[src/sv/lsf_pkg.sv]
// ----------------------------------------------------------------------------
// lsf_pkg: shared types and constants for the line substring filter
// Pattern geometry, register indexes and the structs passed between stages.
// ----------------------------------------------------------------------------
package lsf_pkg;

  localparam int MAX_PATTERN = 30;
  localparam int LINE_LIMIT  = 256;

  localparam int BYTE_W    = 8;
  localparam int PLEN_W    = 5;
  localparam int PIDX_W    = $clog2(MAX_PATTERN);
  localparam int CNT_W     = $clog2(LINE_LIMIT + 1);
  localparam int LEN_OUT_W = 9;
  localparam int CFG_W     = 64;
  localparam int CFG_IDX_W = 3;
  localparam int PAT_W     = MAX_PATTERN * BYTE_W;

  localparam logic [BYTE_W-1:0] CHAR_NEWLINE = 8'd10;
  localparam logic [BYTE_W-1:0] CHAR_NUL     = 8'd0;

  typedef enum logic [CFG_IDX_W-1:0] {
    REG_PAT_0_7   = 3'd0,
    REG_PAT_8_15  = 3'd1,
    REG_PAT_16_23 = 3'd2,
    REG_PAT_24_29 = 3'd3,
    REG_PAT_LEN   = 3'd4
  } reg_idx_e;

  // Pattern prepared for the window compare: entry k lines up with the
  // window byte k positions back from the newest one.
  typedef struct packed {
    logic [MAX_PATTERN-1:0][BYTE_W-1:0] bytes;
    logic [MAX_PATTERN-1:0]             mask;
    logic [PLEN_W-1:0]                  len;
  } pat_t;

  typedef struct packed {
    logic                 line_end;
    logic                 matched;
    logic [LEN_OUT_W-1:0] length;
  } res_t;

endpackage

[src/sv/lsf_cfg.sv]
// ----------------------------------------------------------------------------
// lsf_cfg: configuration registers and pattern alignment
// Holds the pattern registers and registers a window-aligned copy of them.
// ----------------------------------------------------------------------------
module lsf_cfg (
  input  logic                           clk_i,
  input  logic                           rst_ni,
  input  logic                           cfg_we_i,
  input  logic [lsf_pkg::CFG_IDX_W-1:0]  cfg_idx_i,
  input  logic [lsf_pkg::CFG_W-1:0]      cfg_data_i,
  output lsf_pkg::pat_t                  pat_o
);
  import lsf_pkg::*;

  logic [PAT_W-1:0]  pat_q, pat_d;
  logic [PLEN_W-1:0] plen_q, plen_d;
  logic [MAX_PATTERN-1:0][BYTE_W-1:0] pat_bytes;
  logic [PLEN_W-1:0] n_clamped;
  pat_t              align_q, align_d;

  assign pat_bytes = pat_q;

  always_comb begin
    pat_d  = pat_q;
    plen_d = plen_q;
    if (cfg_we_i) begin
      case (reg_idx_e'(cfg_idx_i))
        REG_PAT_0_7:   pat_d[63:0]    = cfg_data_i;
        REG_PAT_8_15:  pat_d[127:64]  = cfg_data_i;
        REG_PAT_16_23: pat_d[191:128] = cfg_data_i;
        REG_PAT_24_29: pat_d[239:192] = cfg_data_i[47:0];
        REG_PAT_LEN:   plen_d         = cfg_data_i[PLEN_W-1:0];
        default:       pat_d          = pat_q;
      endcase
    end
  end

  assign n_clamped = (plen_q > PLEN_W'(MAX_PATTERN)) ? PLEN_W'(MAX_PATTERN) : plen_q;

  // Pattern byte j faces window byte n-1-j, so the last pattern byte meets
  // the newest text byte.
  always_comb begin
    logic [PIDX_W-1:0] idx;
    idx = '0;
    align_d.len = n_clamped;
    for (int k = 0; k < MAX_PATTERN; k++) begin
      idx = PIDX_W'(n_clamped) - PIDX_W'(1) - PIDX_W'(k);
      if (n_clamped > PLEN_W'(k)) begin
        align_d.mask[k]  = 1'b1;
        align_d.bytes[k] = pat_bytes[idx];
      end else begin
        align_d.mask[k]  = 1'b0;
        align_d.bytes[k] = '0;
      end
    end
  end

  always_ff @(posedge clk_i or negedge rst_ni) begin
    if (!rst_ni) begin
      pat_q   <= '0;
      plen_q  <= '0;
      align_q <= '0;
    end else begin
      pat_q   <= pat_d;
      plen_q  <= plen_d;
      align_q <= align_d;
    end
  end

  assign pat_o = align_q;

endmodule

[src/sv/lsf_scan.sv]
// ----------------------------------------------------------------------------
// lsf_scan: byte window, line counter and match flag
// Shifts line bytes into the window and compares it with the pattern.
// ----------------------------------------------------------------------------
module lsf_scan (
  input  logic                        clk_i,
  input  logic                        rst_ni,
  input  logic                        go_i,
  input  logic [lsf_pkg::BYTE_W-1:0]  byte_i,
  input  lsf_pkg::pat_t               pat_i,
  output lsf_pkg::res_t               res_o
);
  import lsf_pkg::*;

  logic [MAX_PATTERN-1:0][BYTE_W-1:0] win_q, win_d;
  logic [CNT_W-1:0] cnt_q, cnt_d, cnt_inc;
  logic             match_q, match_d;
  logic             line_end;
  logic             hit;
  logic [MAX_PATTERN-1:0] pos_ok;

  assign line_end = (byte_i == CHAR_NEWLINE) || (byte_i == CHAR_NUL) ||
                    (cnt_q >= CNT_W'(LINE_LIMIT));
  assign cnt_inc  = cnt_q + CNT_W'(1);

  always_comb begin
    win_d[0] = byte_i;
    for (int k = 1; k < MAX_PATTERN; k++) begin
      win_d[k] = win_q[k-1];
    end
  end

  always_comb begin
    for (int k = 0; k < MAX_PATTERN; k++) begin
      pos_ok[k] = !pat_i.mask[k] || (win_d[k] == pat_i.bytes[k]);
    end
  end

  // The count guard keeps stale bytes of earlier lines out of the compare.
  assign hit = (pat_i.len != '0) && (&pos_ok) && (cnt_inc >= CNT_W'(pat_i.len));

  always_comb begin
    cnt_d   = cnt_q;
    match_d = match_q;
    if (go_i) begin
      if (line_end) begin
        cnt_d   = '0;
        match_d = 1'b0;
      end else begin
        cnt_d   = cnt_inc;
        match_d = match_q || hit;
      end
    end
  end

  always_ff @(posedge clk_i or negedge rst_ni) begin
    if (!rst_ni) begin
      cnt_q   <= '0;
      match_q <= 1'b0;
    end else begin
      cnt_q   <= cnt_d;
      match_q <= match_d;
    end
  end

  always_ff @(posedge clk_i) begin
    if (go_i && !line_end) begin
      win_q <= win_d;
    end
  end

  assign res_o.line_end = line_end;
  assign res_o.matched  = match_q || (pat_i.len == '0);
  assign res_o.length   = LEN_OUT_W'(cnt_q);

endmodule

[src/sv/line_substring_filter_top.sv]
// ----------------------------------------------------------------------------
// line_substring_filter_top: per-line substring search over a byte stream
// Reports for each text line whether the configured pattern occurs in it.
// ----------------------------------------------------------------------------
// The block takes one text byte per cycle, back to back, while the input is
// not stalled, and gives one result per line end (newline, NUL, or a byte
// arriving once the line is full). An accepted byte sits in an input register
// while the window is shifted and all pattern positions are compared in
// parallel; a line end then loads the result register, from which the result
// is taken. Input stalls only when a line end meets a full result register
// that is itself stalled. A configuration write reaches the pattern registers
// and then their window-aligned copy, which the compare uses.
module line_substring_filter_top (
  input  logic                           clk_i,
  input  logic                           rst_ni,
  input  logic                           cfg_we_i,
  input  logic [lsf_pkg::CFG_IDX_W-1:0]  cfg_idx_i,
  input  logic [lsf_pkg::CFG_W-1:0]      cfg_data_i,
  input  logic                           in_valid_i,
  output logic                           in_stall_o,
  input  logic [lsf_pkg::BYTE_W-1:0]     text_byte_i,
  output logic                           out_valid_o,
  input  logic                           out_stall_i,
  output logic                           line_matched_o,
  output logic [lsf_pkg::LEN_OUT_W-1:0]  line_length_o
);
  import lsf_pkg::*;

  pat_t              pat;
  res_t              res;
  logic              a_valid_q, a_valid_d;
  logic [BYTE_W-1:0] a_byte_q;
  logic              a_go;
  logic              in_accept;
  logic              out_free;
  logic              out_valid_q, out_valid_d;
  logic              out_matched_q;
  logic [LEN_OUT_W-1:0] out_length_q;
  logic              out_load;

  lsf_cfg u_cfg (
    .clk_i      (clk_i),
    .rst_ni     (rst_ni),
    .cfg_we_i   (cfg_we_i),
    .cfg_idx_i  (cfg_idx_i),
    .cfg_data_i (cfg_data_i),
    .pat_o      (pat)
  );

  lsf_scan u_scan (
    .clk_i  (clk_i),
    .rst_ni (rst_ni),
    .go_i   (a_go),
    .byte_i (a_byte_q),
    .pat_i  (pat),
    .res_o  (res)
  );

  assign out_free   = !out_valid_q || !out_stall_i;
  assign a_go       = a_valid_q && (!res.line_end || out_free);
  assign in_stall_o = a_valid_q && !a_go;
  assign in_accept  = in_valid_i && !in_stall_o;
  assign out_load   = a_go && res.line_end;

  always_comb begin
    a_valid_d = a_valid_q;
    if (in_accept) begin
      a_valid_d = 1'b1;
    end else if (a_go) begin
      a_valid_d = 1'b0;
    end
  end

  always_comb begin
    out_valid_d = out_valid_q;
    if (out_load) begin
      out_valid_d = 1'b1;
    end else if (!out_stall_i) begin
      out_valid_d = 1'b0;
    end
  end

  always_ff @(posedge clk_i or negedge rst_ni) begin
    if (!rst_ni) begin
      a_valid_q   <= 1'b0;
      out_valid_q <= 1'b0;
    end else begin
      a_valid_q   <= a_valid_d;
      out_valid_q <= out_valid_d;
    end
  end

  always_ff @(posedge clk_i) begin
    if (in_accept) begin
      a_byte_q <= text_byte_i;
    end
    if (out_load) begin
      out_matched_q <= res.matched;
      out_length_q  <= res.length;
    end
  end

  assign out_valid_o    = out_valid_q;
  assign line_matched_o = out_matched_q;
  assign line_length_o  = out_length_q;

  // A new result can only come from a byte held in the input register.
  a_rise_from_input: assert property (@(posedge clk_i) disable iff (!rst_ni)
    $rose(out_valid_o) |-> $past(a_valid_q))
    else $error("result appeared without a pending input byte");

  // Input back-pressure only arises from a full, stalled result register.
  a_stall_cause: assert property (@(posedge clk_i) disable iff (!rst_ni)
    in_stall_o |-> (out_valid_o && out_stall_i && res.line_end))
    else $error("input stalled without a blocked line end");

  // A reported line never holds more bytes than the line limit.
  a_length_bound: assert property (@(posedge clk_i) disable iff (!rst_ni)
    out_valid_o |-> (line_length_o <= LEN_OUT_W'(LINE_LIMIT)))
    else $error("line length beyond the line limit");

endmodule
[config.mk]
export PLATFORM = sky130hd
export DESIGN_NAME = line_substring_filter_top
export DESIGN_NICKNAME = d
export VERILOG_FILES = /design/src/sv/lsf_pkg.sv /design/src/sv/lsf_cfg.sv /design/src/sv/lsf_scan.sv /design/src/sv/line_substring_filter_top.sv
export SDC_FILE = /design/constraint.sdc
export NUM_CORES = 2
export LEC_CHECK = 0
export ABC_AREA = 0
export ABC_CLOCK_PERIOD_IN_PS = 7250
export BUFFER_PORTS_ARGS = -buffer_cell sky130_fd_sc_hd__buf_2
export CAP_MARGIN = 20
export CORE_UTILIZATION = 45
export CTS_CLUSTER_DIAMETER = 40
export DETAILED_ROUTE_END_ITERATION = 10
export HOLD_SLACK_MARGIN = 0.05
export SETUP_SLACK_MARGIN = 0.2
export SYNTH_ARGS = -nofsm -noshare
export SYNTH_HDL_FRONTEND = slang
export SYNTH_SLANG_ARGS = --single-unit
[constraint.sdc]
create_clock -name clk_i -period 7.25 [get_ports clk_i]
set_input_delay 0.3625 -clock clk_i [delete_from_list [all_inputs] [get_ports clk_i]]
set_output_delay 0.3625 -clock clk_i [all_outputs]
set_load 0.01 [all_outputs]
## Word level (Yosys, flattened, before mapping)

Index checks and enable logic that the tools add are counted.

| storage, ports and cells | value |
|---|---|
| register bits | 782 |
| output and inout bits | 12 |
| word-level logic and storage cells | 419 |

| operators by class | value |
|---|---|
| add/subtract/negate cells | 31 |
| magnitude comparators | 63 |
| eq/ne operators | 36 |
| mux-type cells | 127 |
| reduce and logical (&&, ||, !) cells | 89 |

Operators by type and width:

| kind | count |
|---|---|
| 8-bit binary-select mux with 5-bit select | 30 |
| 8-bit two-way mux | 60 |
| 8-bit == test | 30 |
| 5-bit by 6-bit less-than comparator with 1-bit output, second input constant | 30 |
| 5-bit > comparator, second input constant | 15 |
| 5-bit subtractor, second input constant | 14 |
| 5-bit by 4-bit > comparator with 1-bit output, second input constant | 8 |
| 5-bit by 4-bit subtractor with 5-bit output, second input constant | 8 |
| 1-bit logical OR | 36 |
| 1-bit zero test | 35 |
| 1-bit two-way mux | 35 |
| 30-bit AND reduction | 1 |
| 5-bit by 3-bit > comparator with 1-bit output, second input constant | 4 |
| 5-bit by 3-bit subtractor with 5-bit output, second input constant | 4 |
| 5-bit by 1-bit > comparator with 1-bit output, second input constant | 2 |
| 5-bit by 2-bit > comparator with 1-bit output, second input constant | 2 |
| 2-bit AND reduction | 5 |
| 5-bit by 1-bit subtractor with 5-bit output, second input constant | 2 |
| 5-bit by 2-bit subtractor with 5-bit output, second input constant | 2 |
| 9-bit by 1-bit adder with 9-bit output, second input constant | 1 |
| 9-bit by 5-bit greater-or-equal comparator with 1-bit output | 1 |
| 9-bit greater-or-equal comparator, second input constant | 1 |
| 9-bit two-way mux | 1 |
| 8-bit by 4-bit == test with 1-bit output, second input constant | 1 |
| 11 further kinds | 18 |

## Logic depth before layout (Yosys ltp)

| depth | value |
|---|---|
| depth in word-level cells | 11 |
| mapped depth | 20 |

## Hierarchy

From an unflattened synthesis, not the netlist that was laid out.

| second synthesis, totals | value |
|---|---|
| cells, all modules | 4022 |
| area, all modules | 45217.1 um^2 |

Modules (own cells, without submodules):

| module | instances | cells each | area an instance (um^2) | seq. area each (um^2) |
|---|---|---|---|---|
| lsf_cfg | 1 | 3335 | 34131.5 | 13012.5 |
| lsf_scan | 1 | 657 | 10440.0 | 7216.9 |
| line_substring_filter_top | 1 | 30 | 645.6 | 590.6 |

## Worst setup path before layout

Ideal clock, no wire load.

| timing | value |
|---|---|
| path kind | register to register |
| start point | register a_byte_q[5] |
| end point | register u_scan.win_q, in the netlist u_scan.win_d[100], enable pin |
| arrival | 5.331 ns |
| required time | 5.225 ns |
| slack | -0.106 ns |
| cell stages (with the launch flop) | 5 |
| buffers on the path | 0 |
| clock period less this slack | 7.356 ns |
| cell sequence | edfxtp_1 -> nor4_1 -> a31oi_1 -> nand2_1 -> clkinv_1 |

| on the way | value |
|---|---|
| longest elaborated chain between the ends | 7 |

Ends and longest elaborated chain:

| element | line | source |
|---|---|---|
| start: declaration | line_substring_filter_top.sv:32 | `logic [BYTE_W-1:0] a_byte_q;` |
| start signal: assignment | line_substring_filter_top.sv:95 | `a_byte_q <= text_byte_i;` |
| 8-bit by 4-bit == test with 1-bit output or 8-bit zero test (tied branches) | lsf_scan.sv:22 | `assign line_end = (byte_i == CHAR_NEWLINE) \|\| (byte_i == CHAR_NUL) \|\|` |
| 1-bit logical OR * (2 in a row) | lsf_scan.sv:22 |  |
| 1-bit zero test * | lsf_scan.sv:67, line_substring_filter_top.sv:60 |  |
| 1-bit logical OR | line_substring_filter_top.sv:60 | `assign a_go = a_valid_q && (!res.line_end \|\| out_free);` |
| 1-bit logical AND | line_substring_filter_top.sv:60 |  |
| 1-bit logical AND * | lsf_scan.sv:67 | `if (go_i && !line_end) begin` |
| end signal: assignment | lsf_scan.sv:68 | `win_q <= win_d;` |
| end: declaration | lsf_scan.sv:15 | `logic [MAX_PATTERN-1:0][BYTE_W-1:0] win_q, win_d;` |

Every way passes the cells marked *; elsewhere a longest branch is shown, timed or not.
A chain may end at the register's enable or synchronous reset.

==> reports/summary.txt <==
Status = complete, no violations
Peak VDD IR = 0.224 mV
Slowest stage delay, CP = 800 ps
Root Buffer = clkbuf_16
Asr flop ratio synth = 68.0%
Final min period = 5340 ps
Met2 WL post-DR = 84300 um
Synth Instances = 3336
Fraction of layout cells with a size suffix above 1 = 24.9%
Leak = 21.3 nW
Met1 WL = 80600 um
Row Count = 114
CTS buffer count = 133
DR top layer = met5
Crit-path slowest cell = dfrtp_1
PD cells = 489 nW/um^2
P_int = 13.9 mW
Share of power burned in registers = 27.6%
RSZ-0062 raised after global routing = no
WL/cell = 40.1 um
Post_cts resized = 0
Unique masters post-synth = 79
CP cell instances = ha_1, and3_1, buf_4, nor2_8, inv_4, buf_4, buf_4, mux4_2, a22oi_1, nand3_1, a22o_1
Fmax = 187 MHz
Port Buffers = 91
Worst Reg-to-Reg Cells = 11
Post-Syn Area = 43800 sq um
Critical path class = register to register
Die span in y = 314 um
Gpl congestion = 1.03
I/O pin cnt = 92
Worst r2r dst = u_cfg.pat_o[228]$_DFF_PN0_
Hpwl dp = 153000 um
Tcrit/Tclk final = 73.6%
Iter 0 DRT Violations = 4094
Remaining Overflow, GRT = 0
CTS tree = yes
Worst Hold Class = input port to register
Clock share of power = 26.6%
Synthesis-stage register bit count = 782
Syn Area/Cell = 13.1 sq um
Clk sink count = 782
Synth top area share = 30.4%
EDFF count, synth = 250
Net count, final = 3610
Switching share of power = 44.4%
Synth area leaders = dfrtp_1 30%, edfxtp_1 17%, mux2i_1 16%
Via count of the first global-routing pass = 31500
Clock Pin Slew Worst Setup and Hold Paths = 60 ps
Most common cell after layout, fill and taps aside = mux2i_1
H-tree depth = 4
Pins Over Slew Limit = 0
Combinational power share = 45.8%
P&R area growth vs syn = 16.7%
Max-capacitance violation count = 0
Ys Warns = 0
Starting Density = 45.4%
Worst setup SP type = register
First-pass GRT wire length = 266000 um
Net Sw Power = 11.1 mW
DRC = 0
Detailed-route via count = 32700
RR Startpoint = u_cfg.plen_q[2]$_DFFE_PN0P_
Final setup violating endpoints = 0
Die W = 314 um
Syn_nets = 3437
Most Frequent Cell on Critical Path = buf_4
Worst Path Required = 7850 ps
Drt total wl = 197000 um
Worst Max-Slew Pin Slew = 1320 ps
Setup crit end kind = register
Placeable Area = 96600 sq um
R2R setup slack = 1910 ps
Worst-Skew Late Latency = 750 ps
Critical Path Sink = u_cfg.pat_o[228]$_DFF_PN0_
GRT Total Usage = 39.9%
Hold_ws = 81.8 ps
Critical path arrival = 5930 ps
Crit Path Max Fanout = 34
Cell taking the most area after synthesis = dfrtp_1
Final Hold Fails = 0
Die area = 98700 sq um
Met3 Wirelength = 20100 um
Max_slew headroom = 11.8%
Worst setup path start = u_cfg.plen_q[2]$_DFFE_PN0P_
Largest net degree at the start of global routing = 195
Maximum clock path buffer count = 3
Most frequent cells in the layout = 696 x mux2i_1, 530 x dfrtp_1, 289 x mux2_2, 257 x xnor2_1, 250 x edfxtp_1
Final Skew = 26.7 ps
Antenna violations before repair = 26
Top_reg_cell synth = dfrtp_1
Setup TNS = 0 ps
Via density = 6.67
Number of routed nets with antenna violations = 0
Pre-antenna DRT Iters = 6
Sequential fraction of the synthesis area = 47.5%
## registers in the layout, indices dropped and copies added, names as in the netlist
register         cells
u_scan.match_q       1
line_matched_o       1
a_valid_q            1
u_cfg.pat_o        275
u_cfg.pat_bytes    240
out_valid_o          1
u_scan.win_d       232
u_scan.cnt_q         9
u_cfg.plen_q         5
line_length_o        9
a_byte_q             8
## cell usage after synthesis, drive strengths merged (52+ instances only)
cell type  instances
mux2i            697
dfrtp            532
mux2             306
xnor2            266
edfxtp           250
mux4             136
a22o             130
buf              111
nand3            110
nand2            105
clkbuf            88
o21ai             73
nand4             69
o22ai             64
nor2              52
## what timing repair did
action / CTS / global route
hold endpoints to repair: 304 / 0
hold buffers: 65 / 0
setup buffers: 0 / 0
## critical path: cells and delay by family (launching register included)
| kind | cells | cell delay [ps] |
|---|---|---|
| compound gates | 2 | 610 |
| fa+ha+maj | 1 | 360 |
| buf+inv | 4 | 1950 |
| flops | 1 | 800 |
| mux | 1 | 630 |
| simple gates | 3 | 750 |
## how the worst min path moves through the flow
| stage | start | to | slack [ps] | cells after the start |
|---|---|---|---|---|
| after detailed placement | u_scan.win_d[224]$_DFFE_PP_ | u_scan.win_d[232]$_DFFE_PP_ | 460 | 0 |
| after floorplan | rst_ni | a_valid_q$_DFFE_PN0P_ | 70 | 0 |
| after global routing | cfg_data_i[37] | u_cfg.pat_bytes[101]$_DFFE_PN0P_ | 60 | 2 |
| after global placement | u_scan.win_d[140]$_DFFE_PP_ | u_scan.win_d[148]$_DFFE_PP_ | 460 | 0 |
| after CTS | cfg_data_i[2] | u_cfg.plen_q[2]$_DFFE_PN0P_ | 60 | 3 |
| final | cfg_data_i[2] | u_cfg.plen_q[2]$_DFFE_PN0P_ | 80 | 3 |
## cell type report
type	count	area (sq um)
diodes	6	15.0
clock buffers	151	3550
clock inverters	96	1200
fillers	8031	45400
inverters	38	163
multi-input cells	2317	22000
flip-flops and latches	782	20800
well taps	1276	1600
repair buffers	237	1780
## power by group through the flow
stage	combinational (mW)	sequential (mW)	clock, mW
finish	11.4	6.91	6.66
global placement	10.9	6.87	0
CTS	11.1	6.82	6.72
floorplan	7.10	6.07	0
detailed placement	11.0	6.90	0
global route	11.7	6.92	6.91
## cell families after synthesis
group / count (synthesis) / synth area share, %
AO/OA/AOI/OAI: 481 / 8.36
XOR/XNOR: 267 / 5.50
adder cells (fa/ha/maj): 21 / 0.599
buffers and inverters: 237 / 2.49
flip-flops: 782 / 47.5
multiplexers: 1139 / 30.8
AND/OR/NAND/NOR: 409 / 4.78
## routing by layer
metal | up-vias | global-route usage [%]
li1 | 13200 | -
met1 | 17200 | 54.3
met2 | 1870 | 57.8
met3 | 409 | 11.4
met4 | 10 | 20.8
met5 | - | 0
## metrics by stage
step	worst slack [ps]	cell area [sq um]	util [%]	cells	power, mW
5_1_grt	1720	51200	53.0	4901	25.6
2_1_floorplan	2030	43800	-	3336	13.2
3_3_place_gp	2070	45700	47.4	4581	17.8
3_5_place_dp	2030	45700	47.4	4583	17.9
6_report	1910	51200	53.0	4903	25.0
4_1_cts	2010	51100	53.0	4895	24.6
No activity file was read; power rests on OpenSTA's default activity.
